File: config.mk
export PLATFORM = sky130hd
export DESIGN_NAME = fpa_div_stage
export DESIGN_NICKNAME = d
export VERILOG_FILES = /design/src/rtl/core/fpa_pkg.sv /design/src/rtl/core/fpa_div_stage.sv
export SDC_FILE = /design/constraint.sdc
export NUM_CORES = 1
export LEC_CHECK = 0
export BUFFER_PORTS_ARGS = -buffer_cell sky130_fd_sc_hd__buf_4
export CAP_MARGIN = 20
export CORE_AREA = 2 2 223 225
export CTS_CLUSTER_DIAMETER = 60
export DETAILED_ROUTE_END_ITERATION = 10
export DIE_AREA = 0 0 225 227
export SLEW_MARGIN = 10
export SYNTH_ARGS = -nofsm -noshare
export SYNTH_HDL_FRONTEND = slang
export SYNTH_SLANG_ARGS = --single-unit
File: constraint.sdc
create_clock -name clk_i -period 1.91 [get_ports clk_i]
set_input_delay 0.2865 -clock clk_i [delete_from_list [all_inputs] [get_ports clk_i]]
set_output_delay 0.2865 -clock clk_i [all_outputs]
set_load 0.01 [all_outputs]
File: src/rtl/core/fpa_pkg.sv
// Shared types, sizes, operation codes and saturation helper for the fixed-point ALU.
// No dependencies.
`default_nettype none
package fpa_pkg;

  localparam int unsigned FRAC_BITS = 8;
  localparam int unsigned WORD_BITS = 32;
  localparam int unsigned NUM_BITS  = WORD_BITS + FRAC_BITS;
  localparam int unsigned WIDE_BITS = 2 * WORD_BITS + 2;

  localparam logic signed [WIDE_BITS-1:0] WORD_MAX =
    signed'((WIDE_BITS'(1) << (WORD_BITS - 1)) - WIDE_BITS'(1));
  localparam logic signed [WIDE_BITS-1:0] WORD_MIN = -WORD_MAX - WIDE_BITS'(1);

  typedef enum logic [3:0] {
    OP_ADD, OP_SUB, OP_MUL, OP_DIV, OP_GT, OP_LT, OP_GE, OP_LE,
    OP_EQ, OP_NE, OP_MIN, OP_MAX, OP_INC, OP_DEC, OP_TO_INT, OP_FROM_INT
  } op_e;

  typedef struct packed {
    logic                   valid;
    op_e                    op;
    logic                   neg;
    logic                   dz;
    logic [WORD_BITS-1:0]   res;
    logic                   cmp;
    logic                   err;
    logic [WORD_BITS-1:0]   ma;
    logic [WORD_BITS-1:0]   den;
    logic [2*WORD_BITS-1:0] prod;
    logic [WORD_BITS-1:0]   rem;
    logic [NUM_BITS-1:0]    num;
    logic [NUM_BITS-1:0]    quo;
  } pipe_t;

  typedef struct packed {
    logic                 err;
    logic [WORD_BITS-1:0] res;
  } sat_t;

  function automatic sat_t fpa_sat(input logic signed [WIDE_BITS-1:0] v);
    sat_t s;
    s.err = (v > WORD_MAX) || (v < WORD_MIN);
    if (v > WORD_MAX) begin
      s.res = WORD_MAX[WORD_BITS-1:0];
    end else if (v < WORD_MIN) begin
      s.res = WORD_MIN[WORD_BITS-1:0];
    end else begin
      s.res = v[WORD_BITS-1:0];
    end
    return s;
  endfunction

endpackage
`default_nettype wire

File: src/rtl/core/fpa_div_stage.sv
// One restoring-division step: produces one quotient bit per stage.
// Depends on fpa_pkg.
`default_nettype none
module fpa_div_stage (
  input  wire logic           clk_i,
  input  wire logic           rst_ni,
  input  wire logic           en_i,
  input  wire fpa_pkg::pipe_t pipe_i,
  output fpa_pkg::pipe_t      pipe_o
);

  fpa_pkg::pipe_t                   pipe_d, pipe_q;
  logic [fpa_pkg::WORD_BITS:0]      trial;
  logic                             fits;

  always_comb begin
    trial  = {pipe_i.rem, pipe_i.num[fpa_pkg::NUM_BITS-1]};
    fits   = trial >= {1'b0, pipe_i.den};
    pipe_d = pipe_i;
    pipe_d.num = {pipe_i.num[fpa_pkg::NUM_BITS-2:0], 1'b0};
    pipe_d.quo = {pipe_i.quo[fpa_pkg::NUM_BITS-2:0], fits};
    if (fits) begin
      pipe_d.rem = fpa_pkg::WORD_BITS'(trial - {1'b0, pipe_i.den});
    end else begin
      pipe_d.rem = trial[fpa_pkg::WORD_BITS-1:0];
    end
  end

  always_ff @(posedge clk_i or negedge rst_ni) begin
    if (!rst_ni) begin
      pipe_q <= '0;
    end else if (en_i) begin
      pipe_q <= pipe_d;
    end
  end

  assign pipe_o = pipe_q;

endmodule
`default_nettype wire

# [After elaboration in Yosys (flattened, before gate mapping)]
# Index checks and enable logic that the tools add are counted.
[classes] magnitude_cmp=1 n_mux=1 addsub=1
[op_table] operator=">= comparator 33 x 32 -> 1 bit" n=1
[op_table] operator="2-to-1 mux 32 bit" n=1
[op_table] operator="subtractor 32 bit" n=1
[totals] inputBits=284 reg_bits=280 wordCells=16 output_inout_bits=281

# [Depth between registers and ports, before layout]
# Gate-level depths: netlist (run 1).
[logic_depth] word_depth=2 mapped_depth=14

# [Worst setup path before layout (run 1)]
# Ideal clock, no wire load.
[synth_path] kind="input to register" from="input port pipe_i[79] in the netlist's numbering" to="register pipe_q, in the netlist pipe_o[110]" setup_ps=77 path_buffers=0 setup_slack_ps=-614 stages=12 t_arrival_ps=2446 cell_sequence="inv_1 -> ha_1 -> fa_1 -> nor2b_1 -> o31a_1 -> o22ai_1 -> o41ai_4 -> a21oi_1 -> or3_1 -> nand4_1 -> mux2i_1 -> a21oi_1"
[synth_via] elab_chain_cells=2 elab_cells_between_ends=3 classes_between="add/sub (1); order compare (1); mux (1)"
[synth_lines] item="start: declaration" line_no="fpa_div_stage.sv:8" text="input wire fpa_pkg::pipe_t pipe_i,"
[synth_lines] item="subtractor 32 bit / >= comparator 33 x 32 -> 1 bit (equally long branches)" line_no="fpa_div_stage.sv:23, fpa_div_stage.sv:18"
[synth_lines] item="2-to-1 mux 32 bit *" line_no="fpa_div_stage.sv:22" text="if (fits) begin"
[synth_lines] item="end signal: assignment" line_no="fpa_div_stage.sv:33" text="pipe_q <= pipe_d;"
[synth_lines] item="end: declaration" line_no="fpa_div_stage.sv:12" text="fpa_pkg::pipe_t pipe_d, pipe_q;"
# Every way passes the cells marked *; elsewhere a longest branch is shown, timed or not.
# A chain may end at the register's enable or synchronous reset.

# [Worst setup path after layout (run 1)]
[layout_path] from="input port pipe_i[195] in the netlist's numbering" to="register pipe_q, in the netlist pipe_o[81]"
[layout_via] elab_chain_cells=2
[layout_lines] item=">= comparator 33 x 32 -> 1 bit" line_no="fpa_div_stage.sv:18" text="fits = trial >= {1'b0, pipe_i.den};"
[layout_lines] item="2-to-1 mux 32 bit" line_no="fpa_div_stage.sv:22"
# Every way passes these cells.

==> results of run 1 <==
-- cells by family after synthesis --
| kind of cell | Yosys count |
|---|---|
| flops | 280 |
| mux | 276 |
| simple gates | 130 |
| compound gates | 120 |
| buf+inv | 91 |
| fa+ha+maj | 33 |
| xor+xnor | 26 |
| other cells | 1 |
-- layer usage --
| layer | GRT usage (%) | vias to the layer above | wire length, um |
|---|---|---|---|
| li1 | - | 5281 | - |
| met1 | 19.5 | 5619 | 17400 |
| met2 | 31.3 | 373 | 24100 |
| met3 | 4.69 | 106 | 2720 |
| met4 | 8.18 | 2 | 2130 |
| met5 | 0 | - | 14 |
-- what timing repair did --
action                                  4_1_cts  5_1_grt
hold endpoints to repair                    281        0
endpoints found under the setup margin       33       33
buffers inserted                             18        7
pin swaps                                    42       35
hold buffers                                244        0
resized for setup                            72       42
gates cloned                                  1        1
-- metrics by stage --
| step | utilization (%) | total power, W | TNS, ns | worst slack (ns) |
|---|---|---|---|---|
| CTS | 46.6 | 0.0185 | -2.15 | -0.198 |
| finish | 47.2 | 0.0185 | -3.52 | -0.204 |
| global route | 47.2 | 0.0193 | -7.93 | -0.339 |
| floorplan | - | 0.00883 | -10.67 | -0.476 |
| detailed placement | 38.2 | 0.0113 | -28.47 | -0.946 |
| global placement | 38.2 | 0.0112 | -26.07 | -0.889 |
-- worst max-delay path: cells and delay by family --
kind / cells / cell delay [ns]
and+or+nand+nor: 5 / 0.84
buffers and inverters: 6 / 0.69
muxes: 1 / 0.30
adders and majority gates: 1 / 0.26
AOI/OAI and AO/OA: 2 / 0.18
-- worst paths after layout --
| kind | startpoint | end | slack, ns |
|---|---|---|---|
| setup reg to reg | pipe_o[124] | pipe_o[124] | 1.09 |
| setup / recovery | pipe_i[195] | pipe_o[81] | -0.20 |
| max in group asynchronous | rst_ni | pipe_o[61] | 0.85 |
| min in group asynchronous | rst_ni | pipe_o[170] | 0.28 |
| hold / removal | pipe_i[207] | pipe_o[207] | 0.02 |
| hold reg to reg | pipe_o[140] | pipe_o[140] | 0.51 |
-- report_power, final --
group	switching [W]	internal (W)
registers	0.000396	0.00660
clock network	0.00266	0.00384
logic	0.00210	0.00286
total	0.00515	0.0133
-- layout make-up --
type / instances / area [um^2] / area share [%]
inverters: 43 / 189 / 0.825
repair buffers: 955 / 8110 / 35.4
clock inverters: 10 / 85.1 / 0.371
flip-flops and latches: 280 / 7010 / 30.6
clock buffers: 53 / 1050 / 4.61
multi-input cells: 586 / 5680 / 24.8
diodes: 1 / 2.50 / 0.0109
well taps: 622 / 778 / 3.40
-- cell usage in the layout, fill, tap and decap left out, types with 9 or more instances in the layout --
cell / synthesis / final
buf_4: 4 / 670
dfrtp_1: 280 / 280
mux2_2: 249 / 248
dlygate4sd3_1: 0 / 244
a21oi_1: 51 / 42
nor2_1: 40 / 39
clkbuf_16: 0 / 37
inv_1: 43 / 34
nand2_1: 36 / 31
mux2i_1: 25 / 20
ha_4: 0 / 17
buf_6: 1 / 17
ha_1: 32 / 15
xnor2_1: 15 / 13
buf_12: 2 / 13
nand3_1: 15 / 11
xor2_1: 11 / 11
o21ai_0: 14 / 10
o21a_1: 9 / 9
clkbuf_8: 0 / 9
buf_8: 0 / 9
==> summary.txt, run 1 <==
STA
  • Setup violations, final: 31
  • Worst Skew: 0 ns
  • Worst setup margin: -0.204 ns
  • Final Max Tran Viols: 0
  • Hold Slack: 0.0246 ns
  • Tcrit/Tclk final: 111%
  • RSZ-0062 raised after global routing: yes
  • Hold Vio Cnt, Final: 0
  • Crit path time final: approximately 2.1 ns
  • Fmax: roughly 0.47 GHz

Cells and area
  • Area delta synth->final: 82.8%
  • Final nets: 2,218
  • Fillers: around 4,300
  • Layout Cells excl Fill: around 2,600
  • Layout cells sized above 1: between 50% and 60%
  • Design Area, Final: around 23,000 um^2
  • Max reg flops: between 200 and 300

Synthesis
  • Register area share after synthesis: between 50 and 60%
  • Main combinational cell family by area after synthesis: multiplexers
  • Commonest cells post-synth: dfrtp_1 (280), mux2_2 (249), a21oi_1 (51), inv_1 (43), nor2_1 (40)
  • Syn Inst Count: 957
  • Mux cell area share after synthesis: about a quarter
  • FF+latch count, synth: 280
  • Mapped cell area: about 13,000 um^2
  • Count leader, synth: dfrtp_1
  • Ys flop type: dfrtp_1
  • Yosys warns: 0
  • Compound-Gate Fraction of Synth Area: under 10%
  • Syn nets: 1,274
  • Synth async-reset ratio: 100%
  • Xor/xnor share of the synthesized area: approximately 1.8%
  • Top cell type's share of synthesized area: between 50 and 60%
  • Distinct cells, synth: 54
  • Simple-Gate Fraction of Synth Area: about 4.9%
  • Area leader, netlist: dfrtp_1
  • Post-Synth Adder-Cell Area: roughly 3.4%
  • Synth top area cells: dfrtp_1 (56%), mux2_2 (22%), ha_1 (3.2%)
  • Post-synth EDFFs: 0
  • Mapped Avg Cell Area: 13.1 um^2

Setup path
  • Worst-path maximum fanout: 6
  • Crit path DAT: ~2.6 ns
  • CP max-delay cell: mux2_4
  • Worst Setup Start Kind: input port
  • Worst path cell trace: buf_8 -> inv_4 -> ha_4 -> buf_4 -> nand4_1 -> nor4_4 -> nand4_1 -> nor4_2 -> buf_4 -> nor4_4 -> o21ai_4 -> buf_12 -> buf_12 -> mux2_4 -> a21oi_2
  • Setup crit end kind: register
  • Worst R2R Path Depth: 1
  • Peak per-stage delay on the critical path: roughly 0.30 ns
  • Critical path class: input port to register
  • WP data required: between 2 and 2.5 ns

Detailed routing
  • 1st-iter DRT viols: 347
  • Pre-Repair DR Iteration Count: 4
  • Final antenna-violating net count: 0
  • Total wire length: 46,400 um
  • Drt drc: 0
  • Via count: 11,400
  • Vias per inst: approximately 4.5
  • Routed length per placed instance: 18.2 um

Clock tree
  • H-tree Lvls: 2
  • Total CTS buffers: 35
  • CTS sink count: 280
  • CTS tree: built
  • CTS max path bufs: 3
  • Clock Latency Late Sink: between 0.5 and 0.6 ns
  • Root buffer cell: clkbuf_16
  • Clk pin slew, worst setup/hold paths: 0.06 ns

Job
  • Max-Cap Viols: 0

Placed design
  • Post-DP HPWL: 33,200 um
  • GPL Wtd Cong: about 0.82
  • Cells after DPL: approximately 2,200
  • Buffers on Ports: about 560
  • Area after DPL: approximately 19,000 um^2

Hold path
  • Hold path cells: 2
  • Hold Crit Class: input port to register

Global routing
  • Overall Global Routing Usage: between 15 and 20%
  • Vias in the first global route: ~13,000
  • First-pass GRT wire length: roughly 70,000 um
  • Gr ovfl total: 0
  • Initial antenna violation count: 3
  • Largest net degree at the start of global routing: between 70 and 80

Floorplanning
  • Die Ht: around 230 um
  • Die area: roughly 50,000 um^2
  • Core area: around 49,000 um^2
  • # IOs: ~570
  • Initial Util: 25.8%
  • Die W: between 200 and 250 um
  • Row cnt: between 80 and 90

Pwr
  • Pleak: approximately 11 nW
  • Power density over the cells: 806 nW/um^2
  • Worst vdd ir: ~0.70 mV

Outcome
  • Outcome: finished, violations left
  • Failing checks: setup timing
(Power assumes the default switching activity.)
==> run 2, diff against run 1 <==
--- a/config.mk
+++ b/config.mk
@@ -11,6 +11,7 @@
 export CTS_CLUSTER_DIAMETER = 60
 export DETAILED_ROUTE_END_ITERATION = 10
 export DIE_AREA = 0 0 225 227
+export RECOVER_POWER = 50
 export SLEW_MARGIN = 10
 export SYNTH_ARGS = -nofsm -noshare
 export SYNTH_HDL_FRONTEND = slang
==> summary.txt, run 2 (synthesized netlist as in run 1, its figures left out) <==
Outcome
  • Outcome: finished, violations left
  • Failing checks: capacitance limit, slew limit, setup timing

Detailed routing
  • Met1 WL: 17,400 um (-0.26%)
  • Via count: 11,400 (-0.15%)
  • Drt drc: 0 (unchanged)
  • Final antenna-violating net count: 0 (unchanged)
  • Pre-Repair DR Iteration Count: 4 (unchanged)
  • Top routing layer in use: met5
  • Routed length per placed instance: 18.2 um (about the same)
  • Met2 wire length: 24,100 um (about the same)
  • Routed wl met3: 2760 um (+1.5%)
  • 1st-iter DRT viols: 343 (-1.2%)
  • Total wire length: 46,400 um (about the same)
  • Vias per inst: 4.45 (-0.19%)

Pwr
  • Combinational power share: 26.7% (-0.2 points)
  • Worst vdd ir: 0.698 mV (-0.34%)
  • Pleak: 10.6 nW (-0.41%)
  • Power density over the cells: 808 nW/um^2 (+0.29%)
  • Clock power share: 35.3% (about the same)
  • Switching pwr: 0.00515 W (about the same)
  • Sw Share: 27.9% (+0.037 points)
  • Pint: 0.0133 W (-0.20%)
  • Flop pwr share: 37.9% (about the same)

STA
  • Hold Slack: 0.0257 ns (+0.00112 ns)
  • Crit path time final: 2.11 ns (+0.0000230 ns)
  • Fmax: 0.473 GHz (about the same)
  • Worst Skew: 0 ns (unchanged)
  • Final Max Tran Viols: 45 (+45)
  • Slew @ Worst Pin: around 1.5 ns
  • RSZ-0062 raised after global routing: yes
  • Worst setup margin: -0.204 ns (-0.0000230 ns)
  • Fin Setup TNS: -3.66 ns (-0.142 ns)
  • Hold Vio Cnt, Final: 0 (unchanged)
  • Slew headroom: -1.03%
  • Tcrit/Tclk final: 111% (about the same)
  • Setup violations, final: 31 (unchanged)

Setup path
  • R2R setup slack: 1.04 ns (-0.05 ns)
  • WP data required: 2.36 ns (about the same)
  • Worst path cell trace: buf_8 -> inv_4 -> ha_4 -> buf_4 -> nand4_1 -> nor4_4 -> nand4_1 -> nor4_2 -> buf_4 -> nor4_4 -> o21ai_4 -> buf_12 -> buf_12 -> mux2_4 -> a21oi_2
  • Setup crit end kind: register
  • CP max-delay cell: mux2_4
  • Reg2Reg Launch Point: pipe_o[124]
  • Worst R2R Path Depth: 1 (unchanged)
  • Critical path class: input port to register
  • Peak per-stage delay on the critical path: 0.30 ns (about the same)
  • Reg2reg end: pipe_o[124]
  • Crit path DAT: 2.57 ns (about the same)
  • Worst-path maximum fanout: 6 (unchanged)
  • Critical path origin: pipe_i[195]
  • Worst Setup Start Kind: input port

Clock tree
  • CTS max path bufs: 3 (unchanged)
  • Total CTS buffers: 35 (unchanged)
  • CTS tree: built
  • Root buffer cell: clkbuf_16
  • Clock Latency Late Sink: 0.52 ns (about the same)
  • H-tree Lvls: 2 (unchanged)
  • CTS sink count: 280 (unchanged)
  • Clk pin slew, worst setup/hold paths: 0.06 ns (about the same)

Floorplanning
  • Initial Util: 25.8% (unchanged)
  • Row cnt: 81 (unchanged)
  • Core area: 48,500 um^2 (unchanged)
  • Die Ht: 227 um (unchanged)
  • Die area: 51,100 um^2 (unchanged)
  • # IOs: 565 (unchanged)
  • Die W: 225 um (unchanged)

Global routing
  • Initial antenna violation count: 3 (unchanged)
  • Vias in the first global route: 12,600 (unchanged)
  • Gr ovfl total: 0 (unchanged)
  • Overall Global Routing Usage: 17.5% (unchanged)
  • Largest net degree at the start of global routing: 73 (unchanged)
  • First-pass GRT wire length: 69,900 um (unchanged)

Job
  • Max-Cap Viols: 1 (+1)

Hold path
  • Worst hold start: pipe_i[207]
  • WHS Endpoint: pipe_o[207]
  • Hold path cells: 2 (unchanged)
  • Hold Crit Class: input port to register

Cells and area
  • Max reg flops: 280 (unchanged)
  • Finished Core Util: 47.0% (-0.21 points)
  • Final nets: 2,218 (unchanged)
  • Commonest non-fill, non-tap cells in the layout: buf_4 (662), dfrtp_1 (280), dlygate4sd3_1 (244), mux2_2 (241), a21oi_1 (42)
  • Layout cells sized above 1: 56.6% (-0.52 points)
  • Most common cell after layout, fill and taps aside: buf_4
  • Area delta synth->final: 82.0%

Placed design
  • Post-DP HPWL: 33,200 um (unchanged)
  • Buffers on Ports: 562 (unchanged)
  • GPL Wtd Cong: 0.822 (unchanged)
-- run 2: changes by cell type in the layout (fill, tap and decap cells not counted), sizes merged --
| cell | change |
|---|---|
| buf | -14 |
| clkbuf | +14 |
| diode | +1 |
-- run 2: metrics by stage --
stage	std cells	total power (W)	area [um^2]	worst slack (ns)
2_1_floorplan	957	0.00883	12700	-0.476
3_3_place_gp	2217	0.0112	18500	-0.889
3_5_place_dp	2217	0.0113	18500	-0.946
4_1_cts	2542	0.0185	22600	-0.198
5_1_grt	2550	0.0193	22800	-0.339
6_report	2551	0.0184	22800	-0.204
-- run 2: cell type report --
| type | instances | area [um^2] |
|---|---|---|
| Clock inverter | 10 | 85.1 |
| Tap cell | 622 | 778 |
| Fill cell | 4300 | 25700 |
| Multi-Input combinational cell | 586 | 5680 |
| Antenna cell | 2 | 5.00 |
| Inverter | 43 | 189 |
| Clock buffer | 53 | 1050 |
| Timing Repair Buffer | 955 | 8010 |
| Sequential cell | 280 | 7010 |
-- run 2: worst max path at each step --
| stage | endpoint | slack, ns |
|---|---|---|
| after floorplan | pipe_o[110] | -0.48 |
| after global placement | pipe_o[110] | -0.89 |
| after detailed placement | pipe_o[81] | -0.95 |
| after CTS | pipe_o[106] | -0.20 |
| after global routing | pipe_o[110] | -0.34 |
| final | pipe_o[81] | -0.20 |
-- run 2: layer usage --
metal  up-vias  GRT usage [%]
met5         -              0
met1      5599           19.5
li1       5280              -
met2       378           31.3
met4         2           8.18
met3       105           4.69
-- run 2: timing repair --
item,4_1_cts,5_1_grt
setup endpoints to repair,33,33
gates resized for setup,72,42
hold endpoints to repair,281,0
hold buffers,244,0
buffers inserted,18,7
cloned,1,1
pin swaps,42,35
-- run 2: critical path: cells and delay by family --
kind | cells | cell delay, ns
compound gates | 2 | 0.18
simple gates | 5 | 0.83
fa+ha+maj | 1 | 0.26
mux | 1 | 0.30
buf+inv | 6 | 0.68
-- run 2: power by group through the flow --
stage | logic [W] | clock network [W] | registers (W)
final | 0.00493 | 0.00651 | 0.00699
after global routing | 0.00527 | 0.00696 | 0.00707
after floorplan | 0.00149 | 0 | 0.00734
after CTS | 0.00483 | 0.00669 | 0.00699
after global placement | 0.00416 | 0 | 0.00705
after detailed placement | 0.00421 | 0 | 0.00708
